**src/design/fcmb_pkg.sv**
```systemverilog
// Shared constants, payload and control types for the fuzzy c-means binarizer.
`timescale 1ns / 1ps
package fcmb_pkg;

    // Frame capacity and fixed field widths.
    localparam int MAX_PIXELS = 65536;
    localparam int PIX_W      = 8;
    localparam int NBINS      = 256;
    localparam int HIST_W     = 17;
    localparam int MEMB_W     = 17;
    localparam int CENT_W     = 24;
    localparam int ITER_W     = 6;
    localparam int THR_W      = 16;
    localparam int PADDR_W    = 3;

    // Fixed-point constants.
    localparam int Q16_ONE  = 65536;
    localparam int Q16_HALF = 32768;
    localparam int BIN_MAX  = 131071;

    // Accumulator widths follow from the frame capacity.
    localparam int CNT_W    = $clog2(MAX_PIXELS + 1);
    localparam int HW_W     = HIST_W + MEMB_W;
    localparam int WSUM_CAP = $clog2(MAX_PIXELS) + MEMB_W;
    localparam int WSUM_W   = (WSUM_CAP > HW_W) ? WSUM_CAP : HW_W;
    localparam int NUM_W    = WSUM_W + PIX_W;
    localparam int DIST_W   = 2 * CENT_W - 1;
    localparam int DSUM_W   = 2 * CENT_W;
    localparam int CHG_W    = 64;
    localparam int DIV_W    = (NUM_W + 17 > 64) ? NUM_W + 17 : 64;
    localparam int QUO_W    = CENT_W;
    localparam int DIV_CNT_W = 5;

    // Reset values of the configuration registers.
    localparam logic [ITER_W-1:0] MAX_ITER_RST = ITER_W'(31);
    localparam logic [THR_W-1:0]  STOP_THR_RST = THR_W'(1);

    // Input opcodes.
    localparam logic OP_LOAD     = 1'b0;
    localparam logic OP_CLASSIFY = 1'b1;

    // Result kinds.
    localparam logic KIND_REPORT = 1'b0;
    localparam logic KIND_CLASS  = 1'b1;

    // Register indexes, decoded from paddr[2].
    localparam logic REG_MAX_ITER = 1'b0;
    localparam logic REG_STOP_THR = 1'b1;

    // Divider result targets.
    localparam logic [1:0] DIV_CB   = 2'd0;
    localparam logic [1:0] DIV_CD   = 2'd1;
    localparam logic [1:0] DIV_MEMB = 2'd2;

    typedef struct packed {
        logic             opcode;
        logic [PIX_W-1:0] pixel;
        logic             last;
    } t_in_item;

    typedef struct packed {
        logic              result_kind;
        logic              white;
        logic [CENT_W-1:0] bright_centroid;
        logic [CENT_W-1:0] dark_centroid;
        logic [ITER_W-1:0] iterations;
        logic              count_saturated;
    } t_out_item;

    // Commands from the controller to the datapath.
    typedef struct packed {
        logic             accept;
        logic             sel_pix;
        logic [PIX_W-1:0] bin;
        logic             hist_wr;
        logic             emit_class;
        logic             emit_report;
        logic             clus_init;
        logic             iter_start;
        logic             p1_sq;
        logic             p1_wt;
        logic             p1_acc;
        logic             div_start;
        logic [1:0]       div_sel;
        logic             p2_dst;
        logic             nb_half;
        logic             p2_chg;
        logic             p2_acc;
    } t_dp_cmd;

    // Status from the datapath to the controller.
    typedef struct packed {
        logic last;
        logic div_done;
        logic s_zero;
        logic stop;
        logic out_free;
    } t_dp_stat;

    // Starting bright membership round(v * 65536 / 255) = 257 * v + v[7].
    function automatic logic [MEMB_W-1:0] start_memb(input logic [PIX_W-1:0] v);
        return MEMB_W'({v, v}) + MEMB_W'(v[PIX_W-1]);
    endfunction

endpackage

```
**src/design/fcmb_ctrl.sv**
```systemverilog
// Controller state machine that sequences loads, classifies and clustering passes.
`timescale 1ns / 1ps
module fcmb_ctrl (
    input  logic               i_clk,
    input  logic               i_rst_n,
    input  logic               i_in_valid,
    input  logic               i_opcode,
    output logic               o_in_stall,
    output fcmb_pkg::t_dp_cmd  o_cmd,
    input  fcmb_pkg::t_dp_stat i_stat
);

    localparam logic [4:0] S_IDLE     = 5'd0;
    localparam logic [4:0] S_LD_RD    = 5'd1;
    localparam logic [4:0] S_LD_WR    = 5'd2;
    localparam logic [4:0] S_CL_RD    = 5'd3;
    localparam logic [4:0] S_CL_OUT   = 5'd4;
    localparam logic [4:0] S_IT_INIT  = 5'd5;
    localparam logic [4:0] S_IT_START = 5'd6;
    localparam logic [4:0] S_P1_RD    = 5'd7;
    localparam logic [4:0] S_P1_SQ    = 5'd8;
    localparam logic [4:0] S_P1_WT    = 5'd9;
    localparam logic [4:0] S_P1_ACC   = 5'd10;
    localparam logic [4:0] S_CB_START = 5'd11;
    localparam logic [4:0] S_CB_WAIT  = 5'd12;
    localparam logic [4:0] S_CD_START = 5'd13;
    localparam logic [4:0] S_CD_WAIT  = 5'd14;
    localparam logic [4:0] S_P2_RD    = 5'd15;
    localparam logic [4:0] S_P2_DST   = 5'd16;
    localparam logic [4:0] S_P2_DIV   = 5'd17;
    localparam logic [4:0] S_P2_WAIT  = 5'd18;
    localparam logic [4:0] S_P2_CHG   = 5'd19;
    localparam logic [4:0] S_P2_ACC   = 5'd20;
    localparam logic [4:0] S_IT_END   = 5'd21;
    localparam logic [4:0] S_REPORT   = 5'd22;

    logic [4:0]                 r_state;
    logic [4:0]                 n_state;
    logic [fcmb_pkg::PIX_W-1:0] r_bin;
    logic [fcmb_pkg::PIX_W-1:0] n_bin;
    logic                       bin_last;

    assign bin_last = (r_bin == {fcmb_pkg::PIX_W{1'b1}});

    // Next state, bin counter and commands.
    always_comb begin
        n_state = r_state;
        n_bin   = r_bin;
        o_cmd   = '0;
        o_cmd.bin = r_bin;
        unique case (r_state)
            S_IDLE: begin
                if (i_in_valid) begin
                    o_cmd.accept = 1'b1;
                    n_state = (i_opcode == fcmb_pkg::OP_LOAD) ? S_LD_RD : S_CL_RD;
                end
            end
            S_LD_RD: begin
                o_cmd.sel_pix = 1'b1;
                n_state = S_LD_WR;
            end
            S_LD_WR: begin
                o_cmd.sel_pix = 1'b1;
                o_cmd.hist_wr = 1'b1;
                n_state = i_stat.last ? S_IT_INIT : S_IDLE;
            end
            S_CL_RD: begin
                o_cmd.sel_pix = 1'b1;
                n_state = S_CL_OUT;
            end
            S_CL_OUT: begin
                o_cmd.sel_pix = 1'b1;
                if (i_stat.out_free) begin
                    o_cmd.emit_class = 1'b1;
                    n_state = S_IDLE;
                end
            end
            S_IT_INIT: begin
                o_cmd.clus_init = 1'b1;
                n_state = S_IT_START;
            end
            S_IT_START: begin
                o_cmd.iter_start = 1'b1;
                n_bin   = '0;
                n_state = S_P1_RD;
            end
            S_P1_RD: begin
                n_state = S_P1_SQ;
            end
            S_P1_SQ: begin
                o_cmd.p1_sq = 1'b1;
                n_state = S_P1_WT;
            end
            S_P1_WT: begin
                o_cmd.p1_wt = 1'b1;
                n_state = S_P1_ACC;
            end
            S_P1_ACC: begin
                o_cmd.p1_acc = 1'b1;
                n_bin   = r_bin + 1'b1;
                n_state = bin_last ? S_CB_START : S_P1_RD;
            end
            S_CB_START: begin
                o_cmd.div_start = 1'b1;
                o_cmd.div_sel   = fcmb_pkg::DIV_CB;
                n_state = S_CB_WAIT;
            end
            S_CB_WAIT: begin
                if (i_stat.div_done) begin
                    n_state = S_CD_START;
                end
            end
            S_CD_START: begin
                o_cmd.div_start = 1'b1;
                o_cmd.div_sel   = fcmb_pkg::DIV_CD;
                n_state = S_CD_WAIT;
            end
            S_CD_WAIT: begin
                if (i_stat.div_done) begin
                    n_state = S_P2_RD;
                end
            end
            S_P2_RD: begin
                n_state = S_P2_DST;
            end
            S_P2_DST: begin
                o_cmd.p2_dst = 1'b1;
                n_state = S_P2_DIV;
            end
            S_P2_DIV: begin
                o_cmd.div_sel = fcmb_pkg::DIV_MEMB;
                if (i_stat.s_zero) begin
                    o_cmd.nb_half = 1'b1;
                    n_state = S_P2_CHG;
                end else begin
                    o_cmd.div_start = 1'b1;
                    n_state = S_P2_WAIT;
                end
            end
            S_P2_WAIT: begin
                o_cmd.div_sel = fcmb_pkg::DIV_MEMB;
                if (i_stat.div_done) begin
                    n_state = S_P2_CHG;
                end
            end
            S_P2_CHG: begin
                o_cmd.p2_chg = 1'b1;
                n_state = S_P2_ACC;
            end
            S_P2_ACC: begin
                o_cmd.p2_acc = 1'b1;
                n_bin   = r_bin + 1'b1;
                n_state = bin_last ? S_IT_END : S_P2_RD;
            end
            S_IT_END: begin
                n_state = i_stat.stop ? S_REPORT : S_IT_START;
            end
            S_REPORT: begin
                if (i_stat.out_free) begin
                    o_cmd.emit_report = 1'b1;
                    n_state = S_IDLE;
                end
            end
            default: begin
                n_state = S_IDLE;
            end
        endcase
    end

    always_ff @(posedge i_clk) begin
        if (!i_rst_n) begin
            r_state <= S_IDLE;
            r_bin   <= '0;
        end else begin
            r_state <= n_state;
            r_bin   <= n_bin;
        end
    end

    assign o_in_stall = (r_state != S_IDLE);

endmodule

```
**config.mk**
```make
export PLATFORM = sky130hd
export DESIGN_NAME = fcmb_ctrl
export DESIGN_NICKNAME = d
export VERILOG_FILES = /design/src/design/fcmb_pkg.sv /design/src/design/fcmb_ctrl.sv
export SDC_FILE = /design/constraint.sdc
export NUM_CORES = 1
export LEC_CHECK = 0
export BUFFER_PORTS_ARGS = -buffer_cell sky130_fd_sc_hd__buf_2
export CAP_MARGIN = 15
export CORE_MARGIN = 1.5
export CORE_UTILIZATION = 46
export CTS_CLUSTER_SIZE = 40
export DETAILED_ROUTE_END_ITERATION = 12
export PLACE_DENSITY = 0.75
export SYNTH_ARGS = -nofsm -noshare
export SYNTH_HDL_FRONTEND = slang
export SYNTH_SLANG_ARGS = --single-unit
```
**constraint.sdc**
```tcl
create_clock -name i_clk -period 1.4 [get_ports i_clk]
set_input_delay 0.07 -clock i_clk [delete_from_list [all_inputs] [get_ports i_clk]]
set_output_delay 0.07 -clock i_clk [all_outputs]
set_load 0.01 [all_outputs]
```
Word-level counts from Yosys, hierarchy flattened
Index checks and enable logic that the tools add are counted.

Flip-flop bits (word level): 13. Input port bits: 9. Output and inout bits: 26. Logic and storage cells: 73.

Add/subtract/negate cells: 1. Eq/ne operators: 28. Multiplexer cells: 33. Reduce and logical (&&, ||, !) cells: 9.

Operators with widths (number): $pmux 5 s22 (1); $eq 5x4->1 const B (8); $eq 5x5->1 const B (7); $mux 5 (7); $eq 5x3->1 const B (4); $mux 1 (19); $pmux 8 s2 (1); $eq 5x2->1 const B (2); $add 8x1->8 const B (1); $eq 8x8->1 const B (1); $ne 2x2->1 const B (4); $reduce_or 2->1 (4); $eq 5x1->1 const B (1); $logic_not 5->1 (1); $reduce_and 5->1 (1); $reduce_bool 5->1 (1); $mux 4 (1); $pmux 2 s2 (1); $reduce_or 4->1 (1); $mux 3 (1); $mux 2 (1); $ne 2x1->1 const B (1); $pmux 1 s2 (1); $reduce_bool 2->1 (1).

Longest topological paths before layout
Gate-level depths: netlist (run 1).

Word-level depth: 4. Depth in mapped cells: 7. Depth with buffers taken out: 6.

Worst setup path after synthesis (run 1)
No wires, ideal clock.

Kind: reg2reg. From: register r_bin[0] (netlist bit). To: register r_state[2]. Setup time: 0.122 ns. Arrival: 1.343 ns. Required time: 1.278 ns. Setup slack: -0.065 ns. Cell stages (with the launch flop): 7. Buffers on the path: 0. Clock period less this slack: 1.465 ns. Cells stage by stage: dfxtp_1 ha_1 nand4_1 nor2_1 o221ai_2 o21ai_1 a21oi_2.

Longest elaborated chain between the ends: 3.

Ends and longest elaborated chain: start: declaration (RTL line fcmb_ctrl.sv:39) `logic [fcmb_pkg::PIX_W-1:0] r_bin;`; start signal: assignment (RTL line fcmb_ctrl.sv:176) `r_bin <= n_bin;`; $eq 8x8->1 (RTL line fcmb_ctrl.sv:43) `assign bin_last = (r_bin == {fcmb_pkg::PIX_W{1'b1}});`; $mux 4 (RTL line fcmb_ctrl.sv:101) `n_state = bin_last ? S_CB_START : S_P1_RD;`; $pmux 5 s22 (RTL line fcmb_ctrl.sv:51) `unique case (r_state)`; end signal: assignment (RTL line fcmb_ctrl.sv:175) `r_state <= n_state;`; end: declaration (RTL line fcmb_ctrl.sv:37) `logic [4:0] r_state;`.

No other way between the ends. A chain may end at the register's enable or synchronous reset.

Final worst setup path (run 1)
From: register r_state[3]. To: register r_state[1].

Longest elaborated chain between the ends: 4. Elaborated cells between the ends (all ways): 31. Classes of those cells: eq/ne (27); mux (1); reduce/logical (3).

Ends and longest elaborated chain (RTL line): $eq 5x5->1 or $eq 5x3->1 (tied branches) (fcmb_ctrl.sv:51); $reduce_or 2->1 (no line); $ne 2x1->1 (no line); $reduce_and 5->1 (no line).

Several ways; a longest one is shown, not always the timed one.

==> run_results.csv, run 1 <==
group,metric,value,unit
sta,min_period,1720,ps
sta,fmax,581,MHz
global_routing,grt_max_degree,17,
floorplan,initial_utilization,0.479,
synthesis,synth-simple-area-share,0.337,
sta,report.final.slew_viol_count,0,
synthesis,synth_top_family_by_area,"simple AND/OR/NAND/NOR gates",
final_layout,n_antenna_cell,0,
floorplan,placement_rows,18,
pwr,power,3.98,mW
drt,routed_wl,7.24,mm
drt,drc,0,
global_routing,grt_pass1_vias,1449,
clock_tree,tritoncts,"built",
hold_path,hp-class,"in -> reg",
critical_path,end_kind,"flip-flop",
clock_tree,root_buffer,"clkbuf_4",
floorplan,die-area,2840,um^2
critical_path,startpoint_type,"flip-flop",
sta,post-route-period-util,1.23,
sta,finalSetupViolations,31,
synthesis,ys_types,49,
synthesis,syn_nets,161,
synthesis,netlist_area,1160,um^2
sta,tightest_slew,387,ps
run_status,violations,"negative setup slack",
synthesis,netlist_instances,151,
drt,ant_nets,0,
synthesis,syn_avg_cell_area,7.71,um^2
pwr,vdd_drop_max,1.47,mV
critical_path,cp_max_fo,6,
sta,rsz0062_at_grt,"yes",
final_layout,drive_above_1_share,0.659,
synthesis,synth-edff-count,0,
synthesis,synth.largest_area_cell,"dfxtp_1",
synthesis,yosysSeqAreaShare,0.223,
global_routing,grt_pass1_wl,6.84,mm
synthesis,synth_xor_area_frac,0.0516,
synthesis,synth_compound_area_frac,0.284,
clock_tree,clockBufferDepth,2,
floorplan,die_h,53.3,um
drt,drt_pass1_iterations,5,
drt,drt_iter0_markers,197,
final_layout,synthToLayoutAreaGrowth,97.5,%
run_status,status,"complete, but fails checks",
synthesis,synth-seq-cells,13,
synthesis,yosysMostFrequentCell,"nor2_1",
clock_tree,cts.clk_slew.worst_paths,90,ps
drt,vias_per_cell,6.90,
clock_tree,numCtsBuffers,3,
synthesis,synth_top_area_frac,0.223,
sta,skew,3.85,ps
place,port_buffers,34,
critical_path,arrival,1920,ps
pwr,power.density,1730,nW/um^2
synthesis,async_flop_share,0,
floorplan,die_w,53.3,um
clock_tree,clock_latency,300,ps
synthesis,synth_top_flop_cell,"dfxtp_1",
run,cap_violations,0,
sta,setup_tns,-5970,ps
global_routing,grt_overflow,0,
synthesis,yosys_warnings,0,
synthesis,synth_common_cells,"15 x nor2_1, 13 x dfxtp_1, 12 x nor3_1",
clock_tree,cts_hold_buf,0,
global_routing,grt.total_usage,0.335,
critical_path,worst-endpoint-required,1600,ps
final_layout,nets,257,
synthesis,synthMuxAreaShare,0,
clock_tree,h-tree-depth,1,
synthesis,synth_fa_ha_area_frac,0.0107,
synthesis,synth_area_leaders,"dfxtp_1 22%, nor3_1 5.2%, nor2_1 4.8%, o21ai_1 3.9%, buf_6 3.9%",
place,gp_congestion,0.959,
sta,hold_viol,0,
floorplan,core_area,2430,um^2
drt,vias,1905,
pwr,p_leak,0.996,nW
sta,setup_slack,-320,ps
place,hpwl,2.76,mm
critical_path,timing_worst_setup_path_type,"reg -> reg",
drt,wl_per_cell,26.2,um
floorplan,pin_count,35,
sta,relSlewSlack,0.742,
global_routing,antenna_found_initial,0,
clock_tree,clkSinkCount,13,
-- per-layer routing --
metal,vias to the layer above,global-route usage,wire length [um]
met5,-,0,0
met4,0,0.154,671
met3,84,0.0621,984
met2,232,0.580,3190
met1,843,0.394,2390
li1,746,-,-
-- area by class of cell --
class                   count  area (um^2)
clock buffers               4         26.3
fillers                    72          131
inverters                   7         43.8
multi-input cells         121         1070
flip-flops and latches     13          277
well taps                  30         37.5
repair buffers            101          845
-- cells in the final DEF, fill, tap and decap left out, types with 3 or more instances in the layout --
| cell type | Yosys | layout |
|---|---|---|
| a211oi_1 | 5 | 3 |
| a21oi_1 | 8 | 6 |
| a21oi_2 | 1 | 3 |
| and3_1 | 3 | 3 |
| buf_12 | 0 | 5 |
| buf_2 | 3 | 32 |
| buf_4 | 2 | 41 |
| buf_6 | 4 | 21 |
| clkbuf_4 | 0 | 3 |
| dfxtp_1 | 13 | 8 |
| dfxtp_4 | 0 | 4 |
| inv_1 | 6 | 4 |
| nand2_4 | 0 | 4 |
| nand2b_1 | 5 | 3 |
| nand3_1 | 3 | 3 |
| nand4_1 | 5 | 5 |
| nor2_1 | 15 | 7 |
| nor2_2 | 0 | 5 |
| nor2_4 | 0 | 3 |
| nor3_1 | 12 | 3 |
| nor3_2 | 1 | 7 |
| nor3_4 | 0 | 3 |
| o21a_1 | 3 | 3 |
| o21ai_0 | 4 | 4 |
| o21ai_1 | 9 | 8 |
| xor2_1 | 4 | 4 |
-- worst max-delay path: stages, from the launching register on --
cell and delay (ps):
dfxtp_4 400, buf_12 150, buf_4 130, a21boi_0 220, a31oi_1 90, o21ai_0 270
o21ai_1 110, a21oi_1 250
-- sequential cells by signal, summed over array words and instances, names as in the netlist --
| signal | count |
|---|---|
| r_bin | 8 |
| r_state | 5 |
-- worst paths after layout --
kind,start,to,slack (ps),cells after the start
worst max register to register,r_state[3]$_SDFFE_PN0P_,r_state[1]$_SDFFE_PN0P_,-320,7
worst max-delay path,r_state[3]$_SDFFE_PN0P_,r_state[1]$_SDFFE_PN0P_,-320,7
worst min register to register,r_bin[7]$_SDFFE_PN0P_,r_bin[7]$_SDFFE_PN0P_,580,1
worst min-delay path,i_rst_n,r_state[0]$_SDFFE_PN0P_,80,2
-- power by group --
group / switching, mW / total (mW) / internal (mW)
clock: 0.150 / 0.261 / 0.111
sequential: 0.162 / 0.608 / 0.446
combinational: 1.55 / 3.11 / 1.56
total: 1.87 / 3.98 / 2.11
-- logic make-up (layout without fill, tap and decap cells) --
group | count (synthesis) | count (layout)
xor+xnor | 6 | 6
simple gates | 68 | 68
compound gates | 45 | 46
fa+ha+maj | 1 | 1
flops | 13 | 13
buf+inv | 18 | 112
-- stage by stage --
step	setup WS, ps	hold WS [ps]	utilization	instance area, um^2	cells
after floorplan	-48.9	187	-	1170	151
after global placement	-117	344	0.639	1550	237
after detailed placement	-189	359	0.639	1550	237
after CTS	-167	55.4	0.768	1870	250
after global routing	-354	45.9	0.946	2300	276
final	-320	80.1	0.946	2300	276
-- what timing repair did --
item,4_1_cts,5_1_grt
setup endpoints to repair,31,31
gates resized for setup,59,49
cloned,0,2
setup buffers,9,25
pin swaps,14,18
Power figures use the tool's default switching activity.
==> run 2, diff against run 1 <==
- CELL_PAD_IN_SITES_DETAIL_PLACEMENT: default -> 0
- CELL_PAD_IN_SITES_GLOBAL_PLACEMENT: default -> 1
- CORE_UTILIZATION: 46 -> 33
- PLACE_DENSITY: 0.75 -> default
- PLACE_DENSITY_LB_ADDON: default -> 0.1
==> run 2 against run 1 <==
Effect of this change: utilization down 27 points; wire length down 37%; count of clock-buffer cells in the layout unchanged; die area up 37%; fmax up 8.6%; the run still ends with negative setup slack left; sequential power down 1%; highest routed layer unchanged; flip-flop and latch count unchanged; combinational power down 10%; critical endpoint is now o_cmd[7]; first-iteration DRC count down 60%; global-route usage down 12 points; final cell count up 2.5%.
==> run_results.csv, run 2 (same netlist as run 1, synthesis figures left out) <==
group,metric,value,unit
clock_tree,clock_latency,290,ps
drt,vias_per_cell,5.40,
critical_path,cp_max_fo,6,
floorplan,die_w,62.4,um
place,gp_congestion,0.887,
final_layout,mostFrequentLayoutCell,"buf_4",
global_routing,grt_pass1_wl,6.92,mm
drt,drt_iter0_markers,79,
global_routing,antenna_found_initial,0,
hold_path,holdPathEnd,"r_state[3]$_SDFFE_PN0P_",
final_layout,largest_register_ffs,8,
place,port_buffers,34,
final_layout,n_antenna_cell,0,
sta,skew,10.2,ps
critical_path,r2r-end,"r_state[1]$_SDFFE_PN0P_",
sta,relSlewSlack,0.725,
sta,min_period,1580,ps
global_routing,grt_pass1_vias,1449,
sta,tightest_slew,412,ps
critical_path,cp-startpoint,"r_state[3]$_SDFFE_PN0P_",
floorplan,placement_rows,21,
drt,drt_pass1_iterations,4,
clock_tree,cts_hold_buf,0,
final_layout,synthToLayoutAreaGrowth,95.9,%
pwr,power.density,1600,nW/um^2
pwr,p_leak,0.951,nW
final_layout,utilization,0.679,
run_status,violations,"negative setup slack",
floorplan,initial_utilization,0.346,
run_status,status,"complete, but fails checks",
sta,report.final.slew_viol_count,0,
drt,wl_per_cell,16.0,um
clock_tree,cts.clk_slew.worst_paths,90,ps
final_layout,n_fill_cell,292,
clock_tree,h-tree-depth,1,
critical_path,startpoint_type,"flip-flop",
drt,ant_nets,0,
global_routing,grt_max_degree,10,
critical_path,reg2reg_from,"r_state[2]$_SDFFE_PN0P_",
pwr,vdd_drop_max,0.738,mV
critical_path,arrival,1510,ps
hold_path,hold_depth,2,
critical_path,r2r_slack,-150,ps
clock_tree,clockBufferDepth,2,
floorplan,pin_count,35,
clock_tree,numCtsBuffers,3,
sta,holdWs,72.2,ps
critical_path,timing_worst_setup_path_type,"reg -> out",
critical_path,worst-endpoint-required,1330,ps
final_layout,drive_above_1_share,0.654,
sta,finalSetupViolations,28,
critical_path,rr_worst_depth,6,
critical_path,slowest_stage,"dfxtp_4",
critical_path,end_kind,"output pin",
hold_path,hp-class,"in -> reg",
drt,routed_wl,4.54,mm
global_routing,grt.total_usage,0.217,
final_layout,layout_common_cells,"32 x buf_4, 29 x buf_2, 25 x buf_6",
clock_tree,tritoncts,"built",
floorplan,die-area,3900,um^2
final_layout,largest_registers,"r_bin x8, r_state x5",
clock_tree,root_buffer,"clkbuf_4",
drt,vias,1529,
sta,fmax,631,MHz
global_routing,grt_overflow,0,
floorplan,core_area,3360,um^2
sta,post-route-period-util,1.13,
sta,rsz0062_at_grt,"yes",
sta,setup_slack,-185,ps
sta,hold_viol,0,
hold_path,min-delay-start,"i_rst_n",
run,cap_violations,0,
clock_tree,clkSinkCount,13,
drt,drc,0,
final_layout,regMostFlops,"r_bin",
critical_path,max_stage_delay,400,ps
floorplan,die_h,62.4,um
critical_path,path_cells,"or3b_1 -> or2_4 -> inv_2 -> buf_6",
final_layout,nets,248,
place,hpwl,2.74,mm
run 2: stage by stage:
step,cells,cell area [um^2],power [mW],worst slack (ps),TNS (ps)
final,283,2280,3.64,-185,-2470
after global routing,283,2280,3.84,-228,-4110
after CTS,275,1990,3.05,-153,-1850
after detailed placement,256,1580,2.17,-179,-1510
after global placement,256,1580,2.16,-182,-1700
after floorplan,151,1170,1.57,-48.9,-87.0
run 2: what timing repair did:
item	CTS	global route
resized for setup	68	47
endpoints found under the setup margin	30	30
cloned	1	0
setup buffers	15	8
pin swaps	21	18
run 2: final cells by class:
class	count	area, um^2	share of cell area
clock buffers	4	26.3	0.0115
inverters	7	33.8	0.0148
multi-input cells	121	1100	0.484
flip-flops and latches	13	279	0.122
well taps	46	57.6	0.0252
repair buffers	92	782	0.343
run 2: worst max-delay path by stage:
stage                                   end  slack (ps)
global placement    r_state[2]$_SDFFE_PN0P_        -180
global route                       o_cmd[7]        -230
finish                             o_cmd[7]        -180
CTS                                o_cmd[7]        -150
detailed placement  r_state[2]$_SDFFE_PN0P_        -180
floorplan           r_state[2]$_SDFFE_PN0P_         -50
run 2: power breakdown:
part	internal, mW	switching [mW]	leakage (nW)
clock network	0.111	0.134	0.0150
logic	1.48	1.32	0.827
registers	0.447	0.153	0.109
total	2.04	1.60	0.951
run 2: per-layer routing:
| metal | track usage | vias up | part of all wire |
|---|---|---|---|
| met4 | 0.0333 | 0 | 0.011 |
| met1 | 0.298 | 744 | 0.45 |
| met5 | 0 | - | 0 |
| li1 | - | 733 | - |
| met3 | 0.0252 | 5 | 0.040 |
| met2 | 0.372 | 47 | 0.50 |
run 2: critical path: cells and delay by family (launching register included):
family	cells	cell delay, ps
flops	1	400
buf+inv	2	160
simple gates	2	670
